$ cat src/sv/spvx_pkg.sv
// Package for the SPIR-V entry point extractor.
// It holds the channel item types, the job record between the front and back parts, and constants.
// It depends on nothing else.
`default_nettype none

package spvx_pkg;

   localparam logic [31:0] SPV_MAGIC       = 32'h0723_0203;
   localparam logic [15:0] OP_ENTRY_POINT  = 16'd15;
   localparam logic [15:0] MIN_ENTRY_WORDS = 16'd4;
   localparam logic [2:0]  HEADER_WORDS    = 3'd5;

   typedef enum logic [1:0] {
      KIND_ENTRY = 2'd0,
      KIND_CHAR  = 2'd1,
      KIND_OK    = 2'd2,
      KIND_FAIL  = 2'd3
   } kind_type;

   typedef struct packed {
      logic [31:0] code_word;
      logic        final_word;
   } req_type;

   typedef struct packed {
      logic [1:0]  kind;
      logic [31:0] payload;
      logic        last_of_run;
   } rsp_type;

   typedef struct packed {
      logic        has_model;
      logic [2:0]  char_count;
      logic        has_report;
      logic        report_fail;
      logic [31:0] data;
   } job_type;

endpackage

`default_nettype wire

$ cat src/sv/spvx_front.sv
// Front part of the SPIR-V entry point extractor.
// It accepts code words, tracks header and instruction position, and builds a job per word with result items.
// It depends on spvx_pkg.
`default_nettype none

module spvx_front
   import spvx_pkg::*;
(
   input  logic    clock,
   input  logic    reset,
   input  logic    req_valid,
   output logic    req_stall,
   input  req_type req,
   input  logic    queue_full,
   output logic    job_push,
   output job_type job
);

   logic [2:0]  hdr_pos_ff, hdr_pos_in;
   logic [15:0] words_left_ff, words_left_in;
   logic [1:0]  word_idx_ff, word_idx_in;
   logic        collecting_ff, collecting_in;
   logic        name_done_ff, name_done_in;
   logic        failed_ff, failed_in;

   logic        accept;
   logic [15:0] count;
   logic [15:0] opcode;
   logic [3:0]  zero_byte;
   logic [2:0]  name_len;

   assign req_stall = queue_full;
   assign accept    = req_valid && !queue_full;
   assign count     = req.code_word[31:16];
   assign opcode    = req.code_word[15:0];

   always_comb begin
      for (int b = 0; b < 4; b++) begin
         zero_byte[b] = (req.code_word[8*b +: 8] == 8'd0);
      end
      if (zero_byte[0]) begin
         name_len = 3'd0;
      end else if (zero_byte[1]) begin
         name_len = 3'd1;
      end else if (zero_byte[2]) begin
         name_len = 3'd2;
      end else if (zero_byte[3]) begin
         name_len = 3'd3;
      end else begin
         name_len = 3'd4;
      end
   end

   always_comb begin
      hdr_pos_in    = hdr_pos_ff;
      words_left_in = words_left_ff;
      word_idx_in   = word_idx_ff;
      collecting_in = collecting_ff;
      name_done_in  = name_done_ff;
      failed_in     = failed_ff;
      job           = '0;
      job.data      = req.code_word;

      if (!failed_ff) begin
         if (hdr_pos_ff < HEADER_WORDS) begin
            if (hdr_pos_ff == 3'd0 && req.code_word != SPV_MAGIC) begin
               failed_in       = 1'b1;
               job.has_report  = 1'b1;
               job.report_fail = 1'b1;
            end else begin
               hdr_pos_in = hdr_pos_ff + 3'd1;
            end
         end else if (words_left_ff == 16'd0) begin
            if (count == 16'd0) begin
               failed_in       = 1'b1;
               job.has_report  = 1'b1;
               job.report_fail = 1'b1;
            end else begin
               words_left_in = count - 16'd1;
               word_idx_in   = 2'd1;
               collecting_in = (opcode == OP_ENTRY_POINT) && (count >= MIN_ENTRY_WORDS);
               name_done_in  = 1'b0;
            end
         end else begin
            if (collecting_ff) begin
               if (word_idx_ff == 2'd1) begin
                  job.has_model = 1'b1;
               end else if (word_idx_ff == 2'd3 && !name_done_ff) begin
                  job.char_count = name_len;
                  name_done_in   = (name_len != 3'd4);
               end
            end
            words_left_in = words_left_ff - 16'd1;
            if (word_idx_ff != 2'd3) begin
               word_idx_in = word_idx_ff + 2'd1;
            end
            if (words_left_in == 16'd0) begin
               collecting_in = 1'b0;
            end
         end
      end

      if (req.final_word) begin
         if (!failed_ff && !failed_in) begin
            job.has_report  = 1'b1;
            job.report_fail = (hdr_pos_in < HEADER_WORDS) || (words_left_in != 16'd0);
         end
         hdr_pos_in    = 3'd0;
         words_left_in = 16'd0;
         word_idx_in   = 2'd0;
         collecting_in = 1'b0;
         name_done_in  = 1'b0;
         failed_in     = 1'b0;
      end

      job_push = accept && (job.has_model || job.char_count != 3'd0 || job.has_report);
   end

   always_ff @(posedge clock) begin
      if (reset) begin
         hdr_pos_ff    <= 3'd0;
         words_left_ff <= 16'd0;
         word_idx_ff   <= 2'd0;
         collecting_ff <= 1'b0;
         name_done_ff  <= 1'b0;
         failed_ff     <= 1'b0;
      end else if (accept) begin
         hdr_pos_ff    <= hdr_pos_in;
         words_left_ff <= words_left_in;
         word_idx_ff   <= word_idx_in;
         collecting_ff <= collecting_in;
         name_done_ff  <= name_done_in;
         failed_ff     <= failed_in;
      end
   end

endmodule

`default_nettype wire

$ cat src/sv/spvx_queue.sv
// Job queue between the front and back parts of the entry point extractor.
// It is a small first-in first-out register file of job records.
// It depends on spvx_pkg.
`default_nettype none

module spvx_queue
   import spvx_pkg::*;
#(
   parameter int DEPTH = 4
)
(
   input  logic    clock,
   input  logic    reset,
   input  logic    push,
   input  job_type push_data,
   output logic    full,
   input  logic    pop,
   output job_type pop_data,
   output logic    empty
);

   localparam int PTR_W = (DEPTH > 1) ? $clog2(DEPTH) : 1;
   localparam int CNT_W = $clog2(DEPTH + 1);
   localparam logic [PTR_W-1:0] LAST_PTR = PTR_W'(DEPTH - 1);
   localparam logic [CNT_W-1:0] FULL_CNT = CNT_W'(DEPTH);

   job_type              entry_ff [DEPTH];
   logic [PTR_W-1:0]     wr_ptr_ff, wr_ptr_in;
   logic [PTR_W-1:0]     rd_ptr_ff, rd_ptr_in;
   logic [CNT_W-1:0]     count_ff, count_in;
   logic                 do_push;
   logic                 do_pop;

   assign full     = (count_ff == FULL_CNT);
   assign empty    = (count_ff == '0);
   assign do_push  = push && !full;
   assign do_pop   = pop && !empty;
   assign pop_data = entry_ff[rd_ptr_ff];

   always_comb begin
      wr_ptr_in = wr_ptr_ff;
      rd_ptr_in = rd_ptr_ff;
      count_in  = count_ff;
      if (do_push) begin
         wr_ptr_in = (wr_ptr_ff == LAST_PTR) ? '0 : wr_ptr_ff + PTR_W'(1);
      end
      if (do_pop) begin
         rd_ptr_in = (rd_ptr_ff == LAST_PTR) ? '0 : rd_ptr_ff + PTR_W'(1);
      end
      if (do_push && !do_pop) begin
         count_in = count_ff + CNT_W'(1);
      end else if (do_pop && !do_push) begin
         count_in = count_ff - CNT_W'(1);
      end
   end

   always_ff @(posedge clock) begin
      if (do_push) begin
         entry_ff[wr_ptr_ff] <= push_data;
      end
   end

   always_ff @(posedge clock) begin
      if (reset) begin
         wr_ptr_ff <= '0;
         rd_ptr_ff <= '0;
         count_ff  <= '0;
      end else begin
         wr_ptr_ff <= wr_ptr_in;
         rd_ptr_ff <= rd_ptr_in;
         count_ff  <= count_in;
      end
   end

endmodule

`default_nettype wire

$ cat src/sv/spvx_back.sv
// Back part of the SPIR-V entry point extractor.
// It takes job records from the queue and sends their result items one per cycle while rsp_stall is low.
// It depends on spvx_pkg.
`default_nettype none

module spvx_back
   import spvx_pkg::*;
(
   input  logic    clock,
   input  logic    reset,
   input  logic    queue_empty,
   input  job_type queue_data,
   output logic    queue_pop,
   output logic    rsp_valid,
   input  logic    rsp_stall,
   output rsp_type rsp
);

   job_type    job_ff;
   logic       job_valid_ff;
   logic [2:0] pos_ff;
   rsp_type    rsp_ff, rsp_in;
   logic       rsp_valid_ff;

   logic       out_free;
   logic       advance;
   logic       last_item;
   logic [2:0] total;
   logic [2:0] char_idx;
   logic       load;

   assign rsp_valid = rsp_valid_ff;
   assign rsp       = rsp_ff;

   always_comb begin
      total     = {2'b00, job_ff.has_model} + job_ff.char_count + {2'b00, job_ff.has_report};
      out_free  = !rsp_valid_ff || !rsp_stall;
      advance   = job_valid_ff && out_free;
      last_item = (pos_ff == total - 3'd1);
      char_idx  = pos_ff - {2'b00, job_ff.has_model};
      load      = (!job_valid_ff || (advance && last_item)) && !queue_empty;
      queue_pop = load;

      rsp_in.last_of_run = last_item;
      if (job_ff.has_model && pos_ff == 3'd0) begin
         rsp_in.kind    = KIND_ENTRY;
         rsp_in.payload = job_ff.data;
      end else if (char_idx < job_ff.char_count) begin
         rsp_in.kind    = KIND_CHAR;
         rsp_in.payload = {24'd0, job_ff.data[8*char_idx[1:0] +: 8]};
      end else begin
         rsp_in.kind    = job_ff.report_fail ? KIND_FAIL : KIND_OK;
         rsp_in.payload = 32'd0;
      end
   end

   always_ff @(posedge clock) begin
      if (load) begin
         job_ff <= queue_data;
      end
      if (advance) begin
         rsp_ff <= rsp_in;
      end
   end

   always_ff @(posedge clock) begin
      if (reset) begin
         job_valid_ff <= 1'b0;
         pos_ff       <= 3'd0;
         rsp_valid_ff <= 1'b0;
      end else begin
         if (load) begin
            job_valid_ff <= 1'b1;
            pos_ff       <= 3'd0;
         end else if (advance && last_item) begin
            job_valid_ff <= 1'b0;
         end else if (advance) begin
            pos_ff <= pos_ff + 3'd1;
         end
         if (out_free) begin
            rsp_valid_ff <= advance;
         end
      end
   end

endmodule

`default_nettype wire

$ cat src/sv/spirv_entry_point_extractor_top.sv
// Top level of the SPIR-V entry point extractor.
// It joins the front part, the job queue and the back part.
// It depends on spvx_pkg, spvx_front, spvx_queue and spvx_back.
//
//   Channel   Direction   Handshake             Item
//   req       in          req_valid/req_stall   req_type: code_word, final_word
//   rsp       out         rsp_valid/rsp_stall   rsp_type: kind, payload, last_of_run
//
// The front part takes one word per cycle while the job queue has room.
// The back part sends one result item per cycle while rsp_stall is low; a word causes up to
// five items, and a name word with four characters causes four character items.
// Reset is synchronous and returns the block to the start of a module.
// A stall on rsp fills the queue of QUEUE_DEPTH jobs, and then req_stall rises.
`default_nettype none

module spirv_entry_point_extractor_top
   import spvx_pkg::*;
#(
   parameter int QUEUE_DEPTH = 4
)
(
   input  logic    clock,
   input  logic    reset,
   input  logic    req_valid,
   output logic    req_stall,
   input  req_type req,
   output logic    rsp_valid,
   input  logic    rsp_stall,
   output rsp_type rsp
);

   logic    queue_full;
   logic    queue_empty;
   logic    job_push;
   logic    queue_pop;
   job_type front_job;
   job_type queue_job;

   spvx_front u_front (
      .clock      (clock),
      .reset      (reset),
      .req_valid  (req_valid),
      .req_stall  (req_stall),
      .req        (req),
      .queue_full (queue_full),
      .job_push   (job_push),
      .job        (front_job)
   );

   spvx_queue #(
      .DEPTH (QUEUE_DEPTH)
   ) u_queue (
      .clock     (clock),
      .reset     (reset),
      .push      (job_push),
      .push_data (front_job),
      .full      (queue_full),
      .pop       (queue_pop),
      .pop_data  (queue_job),
      .empty     (queue_empty)
   );

   spvx_back u_back (
      .clock       (clock),
      .reset       (reset),
      .queue_empty (queue_empty),
      .queue_data  (queue_job),
      .queue_pop   (queue_pop),
      .rsp_valid   (rsp_valid),
      .rsp_stall   (rsp_stall),
      .rsp         (rsp)
   );

   // An item that is not the last of its word is always followed by another one.
   a_run_continues: assert property (@(posedge clock) disable iff (reset)
      rsp_valid && !rsp.last_of_run |=> rsp_valid)
      else $error("result run broken before its last item");

   // A success or failure report always closes the run of its word.
   a_report_last: assert property (@(posedge clock) disable iff (reset)
      rsp_valid && (rsp.kind == KIND_OK || rsp.kind == KIND_FAIL) |-> rsp.last_of_run)
      else $error("report item is not the last of its run");

   // The queue cannot be full and empty at once.
   a_queue_sane: assert property (@(posedge clock) disable iff (reset)
      !(queue_full && queue_empty))
      else $error("job queue full and empty together");

endmodule

`default_nettype wire
$ cat config.mk
export PLATFORM = sky130hd
export DESIGN_NAME = spirv_entry_point_extractor_top
export DESIGN_NICKNAME = d
export VERILOG_FILES = /design/src/sv/spvx_pkg.sv /design/src/sv/spvx_front.sv /design/src/sv/spvx_queue.sv /design/src/sv/spvx_back.sv /design/src/sv/spirv_entry_point_extractor_top.sv
export SDC_FILE = /design/constraint.sdc
export NUM_CORES = 1
export LEC_CHECK = 0
export BUFFER_PORTS_ARGS = -buffer_cell sky130_fd_sc_hd__buf_2
export CAP_MARGIN = 20
export CORE_UTILIZATION = 45
export CTS_BUF_LIST = sky130_fd_sc_hd__clkbuf_16
export DETAILED_ROUTE_END_ITERATION = 8
export GPL_TIMING_DRIVEN = 0
export SLEW_MARGIN = 20
export SYNTH_ARGS = -nofsm -noshare
export SYNTH_HDL_FRONTEND = slang
export SYNTH_SLANG_ARGS = --single-unit
$ cat constraint.sdc
create_clock -name clock -period 4.4 [get_ports clock]
set_clock_uncertainty 0.15 [all_clocks]
set_input_delay 0.44 -clock clock [delete_from_list [all_inputs] [get_ports clock]]
set_output_delay 0.44 -clock clock [all_outputs]
set_load 0.02 [all_outputs]
## After elaboration in Yosys (flattened, before gate mapping)

Memories as Yosys holds them, arrays and structs flattened. A register that Yosys moved wholly into a read port is not among the register bits.
Cells that the tools add are included.
W data, S select, Z words.

| storage, ports and cells | value |
|---|---|
| memory bits (writable) | 152 |
| latch bits | 0 |
| input bits | 37 |
| word-level logic and storage cells | 166 |
| register bits | 71 |
| memories kept | 1 |
| ROM bits | 0 |
| output and inout port bits | 37 |

| cells by class | value |
|---|---|
| shifts and indexed selects | 1 |
| reduce and logical (&&, ||, !) cells | 53 |
| eq/ne operators | 14 |
| add/subtract/negate cells | 13 |
| muxes and demuxes | 63 |
| order comparisons | 4 |
| multipliers | 0 |
| bitwise logic cells | 1 |
| divide/modulo/power cells | 0 |

Memory list:

| name | words | width | rd ports | clocked after memory_dff | write ports | RTL line | source |
|---|---|---|---|---|---|---|---|
| u_queue.entry_ff | 4 | 38 | 1 | 1 | 1 | spvx_queue.sv:27 | `job_type entry_ff [DEPTH];` |

Operators by type and width:

| cell | number |
|---|---|
| $mux W16 | 5 |
| $logic_not A16 Y1 | 3 |
| $mux W3 | 12 |
| $mux W33 | 1 |
| $logic_not A8 Y1 | 4 |
| $mux W32 | 1 |
| $ne A32 B27 Y1 const B | 1 |
| $shiftx A32 B6 Y8 | 1 |
| $sub A16 B1 Y16 const B | 2 |
| $mux W2 | 14 |
| $mux W1 | 26 |
| $eq A16 B4 Y1 const B | 1 |
| $ge A16 B3 Y1 const B | 1 |
| $reduce_bool A16 Y1 | 1 |
| $reduce_bool A3 Y1 | 5 |
| $logic_and A1 B1 Y1 | 14 |
| $mux W4 | 3 |
| $logic_not A1 Y1 | 10 |
| $reduce_and A5 Y1 | 2 |
| $add A3 B1 Y3 const B | 3 |
| $logic_not A3 Y1 | 3 |
| $reduce_and A7 Y1 | 1 |
| $add A2 B1 Y2 const B | 3 |
| $eq A2 B2 Y1 const B | 3 |
| 18 further kinds | 29 |

## Depth between registers and ports, before layout

| logic depth | value |
|---|---|
| depth in word-level cells | 20 |
| gate-level depth with buffers | 17 |
| gate-level depth less buffers | 17 |

## By module

A second synthesis with hierarchy kept.

| unflattened totals | value |
|---|---|
| cells, all modules | 835 |
| area, all modules | 11837.6 um2 |

By module, submodules not included:

| module | cells each | times used | sequential area each (um2) | area each (um2) |
|---|---|---|---|---|
| spvx_queue | 248 | 1 | 4744.6 | 5973.2 |
| spvx_back | 218 | 1 | 2292.2 | 3211.8 |
| spvx_front | 369 | 1 | 480.5 | 2652.5 |

## Worst setup path after synthesis

Ideal clock, no wire load.

| path | value |
|---|---|
| path type | flip-flop to flip-flop |
| from | reg, netlist name u_back.job_ff[37] |
| to | reg u_queue.count_ff[2] |
| data required time | 4180 ps |
| cell stages (with the launch flop) | 18 |
| path slack | 81 ps |
| setup time | 70 ps |
| arrival time | 4099 ps |
| period minus slack after synthesis | 4319 ps |
| path through | edfxtp_1 -> inv_1 -> ha_1 -> inv_1 -> ha_1 -> fa_1 -> xnor2_1 -> xnor2_1 -> nand3_1 -> o21ai_0 -> o31a_1 -> inv_1 -> ha_1 -> inv_1 -> fa_1 -> xor2_1 -> or3_1 -> a21oi_1 |

| on the way | value |
|---|---|
| word-level cells in the longest chain between the ends | 11 |
| elaborated cells on any way between the ends | 13 |
| those cells by class | 3 x add/sub; 1 x eq/ne; 1 x mux; 8 x reduce/logical |

Ends and longest elaborated chain:

| item | RTL line | source |
|---|---|---|
| $add A1 B3 Y3 * | spvx_back.sv:36 | `total = {2'b00, job_ff.has_model} + job_ff.char_count + {2'b00, job_ff.has_report};` |
| $add A3 B1 Y3 * | spvx_back.sv:36 |  |
| $sub A3 B1 Y3 * | spvx_back.sv:39 | `last_item = (pos_ff == total - 3'd1);` |
| $eq A3 B3 Y1 * | spvx_back.sv:39 |  |
| $logic_and A1 B1 Y1 * | spvx_back.sv:41 | `load = (!job_valid_ff \|\| (advance && last_item)) && !queue_empty;` |
| $logic_or A1 B1 Y1 * | spvx_back.sv:41 |  |
| $logic_and A1 B1 Y1 * | spvx_back.sv:41 |  |
| net queue_pop | spirv_entry_point_extractor_top.sv:35 | `logic queue_pop;` |
| $logic_and A1 B1 Y1 * | spvx_queue.sv:37 | `assign do_pop = pop && !empty;` |
| $logic_not A1 Y1 | spvx_queue.sv:50 | `if (do_push && !do_pop) begin` |
| $logic_and A1 B1 Y1 | spvx_queue.sv:50 |  |
| $mux W3 / $reduce_bool A2 Y1 (equally long branches) | -- |  |
| end signal, assigned | spvx_queue.sv:71 | `count_ff <= count_in;` |
| end, declared | spvx_queue.sv:30 | `logic [CNT_W-1:0] count_ff, count_in;` |

The timed path passes the listed nets; every way through them passes the cells marked *.
A chain may end at the register's enable or synchronous reset.

## Worst setup path in the final report

| path | value |
|---|---|
| from | in req[6] (netlist name) |
| to | mem u_queue.entry_ff[2][24] (netlist name) (enable) |

| on the way | value |
|---|---|
| word-level cells in the longest chain between the ends | 15 |
| elaborated cells on any way between the ends | 26 |
| those cells by class | 1 x eq/ne; 16 x mux; 9 x reduce/logical |

Ends and longest elaborated chain:

| item | RTL line | source |
|---|---|---|
| start, declared | spirv_entry_point_extractor_top.sv:26 | `input req_type req,` |
| $logic_not A8 Y1 | spvx_front.sv:39 | `zero_byte[b] = (req.code_word[8*b +: 8] == 8'd0);` |
| $mux W3 | spvx_front.sv:41 | `if (zero_byte[0]) begin` |
| $mux W3 | spvx_front.sv:88 | `end else if (word_idx_ff == 2'd3 && !name_done_ff) begin` |
| $mux W3 | spvx_front.sv:86 | `if (word_idx_ff == 2'd1) begin` |
| $mux W4 | spvx_front.sv:85 | `if (collecting_ff) begin` |
| $mux W4 | spvx_front.sv:73 | `end else if (words_left_ff == 16'd0) begin` |
| $mux W4 | spvx_front.sv:65 | `if (hdr_pos_ff < HEADER_WORDS) begin` |
| $mux W6 | spvx_front.sv:64 | `if (!failed_ff) begin` |
| $reduce_bool A3 Y1 | spvx_front.sv:116 | `job_push = accept && (job.has_model \|\| job.char_count != 3'd0 \|\| job.has_report);` |
| $logic_or A1 B1 Y1 | spvx_front.sv:116 |  |
| $logic_or A1 B1 Y1 * | spvx_front.sv:116 |  |
| $logic_and A1 B1 Y1 * | spvx_front.sv:116 |  |
| $logic_and A1 B1 Y1 * | spvx_queue.sv:36 | `assign do_push = push && !full;` |
| net u_queue.do_push | spvx_queue.sv:31 | `logic do_push;` |
| $mux W1 * | spvx_queue.sv:58 | `if (do_push) begin` |
| $mux W1 (not written as such) * | spvx_queue.sv:59 | `entry_ff[wr_ptr_ff] <= push_data;` |
| end, declared | spvx_queue.sv:27 |  |

Marks and branches as above.

==> impl_metrics.py <==
metrics = {
    "setup_path": {
        "reg2regPathDepth": 13,
        "critPathKind": "input pin to flip-flop",
        "r2r_start": "u_front.words_left_ff[0]",
        "worstPathMaxFanout": 21,
        "max_stage_delay_ns": 0.62,
        "endpoint_kind": "flip-flop",
        "cp_data_arrival_time_ns": 4.19,
        "startpoint_type": "input pin",
        "cp.required_ns": 4.52,
        "r2r-end": "u_queue.entry_ff[1][32]",
        "reg2reg_slack_ns": 0.37,
        "cpMaxStageDelayCell": "nor4_1",
        "crit_path_cell_trace": "dlygate4sd3_1 > buf_2 > or4_1 > nor4_1 > a311o_1 > o21ai_1 > o21ai_1 > a21oi_2 > buf_4 > and2_2 > buf_16",
        "crit_top_cell": "o21ai_1",
    },
    "finish": {
        "fin_cells": 1241,
        "area_delta_synth_final_pct": 15.81,
        "nets": 960,
        "drive_above_1_share": 0.2031,
        "final_cell_area_um2": 13150,
    },
    "grt": {
        "grt.overflow.total": 0,
        "grt_usage": 0.1959,
        "grt_pass1_vias": 6849,
        "grt_pass1_wl_um": 38750,
        "grt_max_degree": 36,
        "grt_antenna_before_repair": 1,
    },
    "cts": {
        "root_buffer": "clkbuf_16",
        "clock_path_buffers": 3,
        "numClockSinks": 261,
        "clock_latency_ns": 0.53,
        "cts_tree": "yes",
        "numCtsBuffers": 27,
        "ctsHtreeMaxLevel": 1,
        "clkTransAtPathRegs_ns": 0.06,
    },
    "yosys": {
        "syn-mean-instance-area_um2": 14.54,
        "synth_cells": 781,
        "seq_area_frac_synth": 0.6587,
        "synth_mux_area_frac": 0.08674,
        "synth.distinct_cells": 67,
        "synthArstFlopShare": 0,
        "synthXorXnorAreaFrac": 0.02006,
        "synth_adder_area_share": 0.02777,
        "synthesis.area_um2": 11350,
        "yosysWarningCount": 0,
        "syn_nets": 842,
        "ys_seq_elements": 261,
        "synth_ff_type": "edfxtp_1",
        "synthSimpleGateAreaFrac": 0.1108,
        "synth_top_family_by_area": "simple AND/OR/NAND/NOR gates",
        "synth_compound_area_frac": 0.07186,
        "synth-edff-count": 225,
    },
    "floorplan": {
        "die_x_um": 160.8,
        "row_count": 57,
        "dieArea_um2": 25870,
        "core_area_um2": 24530,
        "initial_utilization": 0.4627,
        "pin_count": 74,
        "fp.dieH_um": 160.8,
    },
    "placement": {
        "dp.cells": 1183,
        "routabilityCongestion": 0.8777,
        "place_area_um2": 12250,
        "io_buffer_count": 72,
        "hpwl_um": 17350,
    },
    "sta": {
        "fmax_mhz": 245.5,
        "holdWs_ns": 0.01516,
        "slew_headroom": 0.2700,
        "maxSlewViolCount": 0,
        "hold_viol": 0,
        "post-route-min-period_ns": 4.073,
        "tns_ns": 0,
        "tightest_slew_ns": 1.085,
        "grt_setup_unrepaired": "false",
        "fin_crit_sh": 0.9257,
        "finalSetupViolCount": 0,
    },
    "detailed_routing": {
        "wl_per_cell_um": 20.08,
        "drc": 0,
        "drt_first_iter_violations": 494,
        "vias": 6814,
        "wirelength_um": 24920,
        "drt-pass1-iter-count": 5,
        "ant_nets": 0,
        "avgViaCountPerCell": 5.491,
    },
    "power_and_ir_drop": {
        "powerDensity_nw_per_um2": 610.4,
        "peakVddDrop_mv": 0.3979,
        "p_leak_nw": 4.525,
    },
    "run_status": {
        "status": "finished clean",
    },
    "min_path": {
        "hold_end": "u_queue.entry_ff[2][8]",
        "hold-path-cell-count": 1,
        "min_path_type": "input pin to flip-flop",
        "min_from": "req[9]",
    },
    "flow_run": {
        "max_cap_viol_count": 0,
    },
}
==> area by class of cell <==
cell class                      count  area, um^2
Sequential cell                   261        7477
Clock inverter                     19       96.34
Tap cell                          324       405.4
Inverter                           30       112.6
Buffer                             36       161.4
Antenna cell                        1       2.502
Multi-Input combinational cell    454        3620
Clock buffer                       27       675.6
Timing Repair Buffer               89       595.6
Fill cell                        2060       11390
==> critical path: cells and delay by family <==
kind,cells,cell delay [ns]
buffers and inverters,4,1.13
AO/OA/AOI/OAI,4,0.98
AND/OR/NAND/NOR,3,1.62
==> sequential cells by signal (all words and copies together), names as in the netlist <==
register and count:
u_front.collecting_ff 1, u_queue.rd_ptr_ff 2, u_back.pos_ff 3, u_queue.count_ff 3, u_queue.entry_ff 152, u_front.hdr_pos_ff 3, u_back.rsp_valid 1, u_back.rsp 35
u_front.failed_ff 1, u_queue.wr_ptr_ff 2, u_front.name_done_ff 1, u_back.job_ff 38, u_front.words_left_ff 16, u_front.word_idx_ff 2, u_back.job_valid_ff 1
==> synthesized netlist by cell type, drive strengths merged, types with 17 or more instances <==
master  instances  area, um^2
a21oi          31       158.9
and2           32       200.2
clkbuf         26       97.59
dfxtp          36       720.7
edfxtp        225        6756
ha             22       275.3
inv            30       112.6
mux4           38       855.8
nand2          28       105.1
nor2           66       255.2
nor3           21       115.1
nor4           17       112.6
o21ai          22       110.1
==> where the power goes <==
group / total (W) / internal [W] / switching (W)
clock network: 0.00201 / 0.00111 / 0.000900
registers: 0.00363 / 0.00344 / 0.000195
logic: 0.00238 / 0.000972 / 0.00141
total: 0.00802 / 0.00552 / 0.00251
==> how the worst max path moves through the flow <==
stage | start | endpoint | slack [ns] | cells after the start
after floorplan | u_back.job_ff[37] | u_queue.count_ff[2] | 0.08 | 17
after global routing | u_back.job_ff[37] | u_queue.count_ff[2] | 0.09 | 17
final | req[6] | u_queue.entry_ff[2][24] | 0.33 | 11
after CTS | u_front.words_left_ff[0] | u_queue.count_ff[2] | 0.03 | 15
after detailed placement | req[17] | u_queue.count_ff[2] | -0.60 | 15
after global placement | req[17] | u_queue.entry_ff[3][13] | -1.32 | 10
==> through the flow <==
stage | total power, W | worst slack [ns] | utilization
floorplan | 0.005278 | 0.08066 | -
global placement | 0.006018 | -1.315 | 0.4939
detailed placement | 0.006089 | -0.5994 | 0.4994
CTS | 0.008100 | 0.02596 | 0.5351
global route | 0.008460 | 0.09499 | 0.5359
finish | 0.008025 | 0.3268 | 0.5359
==> metal layers <==
layer  share of wire  vias to the layer above  GRT usage
li1                -                     3269          -
met1            0.44                     3333     0.2606
met2            0.49                      172     0.3322
met3           0.046                       40    0.02867
met4           0.024                        0    0.06218
met5               0                        -          0
==> cell usage in the layout, fill, tap and decap left out, drive strengths merged, types with 5 or more instances in the layout <==
cell type    Yosys  layout
buf             10      89
nor2            66      66
xor2            12      12
nor3            21      21
o21ai           22      22
nand4            6       6
clkinv           0      11
a22oi           15      15
dlygate4sd3      0      10
nand2b           9       9
mux2             7       7
and2            32      32
nand3           13      13
xnor2           14      14
dfxtp           36      36
a21oi           31      31
o31ai            6       6
or2              7       7
clkbuf          26      53
or3              7       7
nand2           28      28
ha              22      22
a211oi           6       6
or4              9       9
o221ai           7       7
mux2i            5       5
edfxtp         225     225
mux4            38      38
inv             30      37
nor4            17      17
==> what timing repair did <==
action,4_1_cts,5_1_grt
buffers inserted,0,1
endpoints found under the hold margin,40,0
endpoints found under the setup margin,19,84
hold buffers,10,0
pin swaps,0,1
gates cloned,0,0
gates resized for setup,1,3
==> cells by family after synthesis <==
family	count (synthesis)
AO/OA/AOI/OAI	120
XOR/XNOR	26
multiplexers	50
adder cells (fa/ha/maj)	24
AND/OR/NAND/NOR	234
flip-flops	261
buffers and inverters	66
Power figures use the tool's default switching activity.
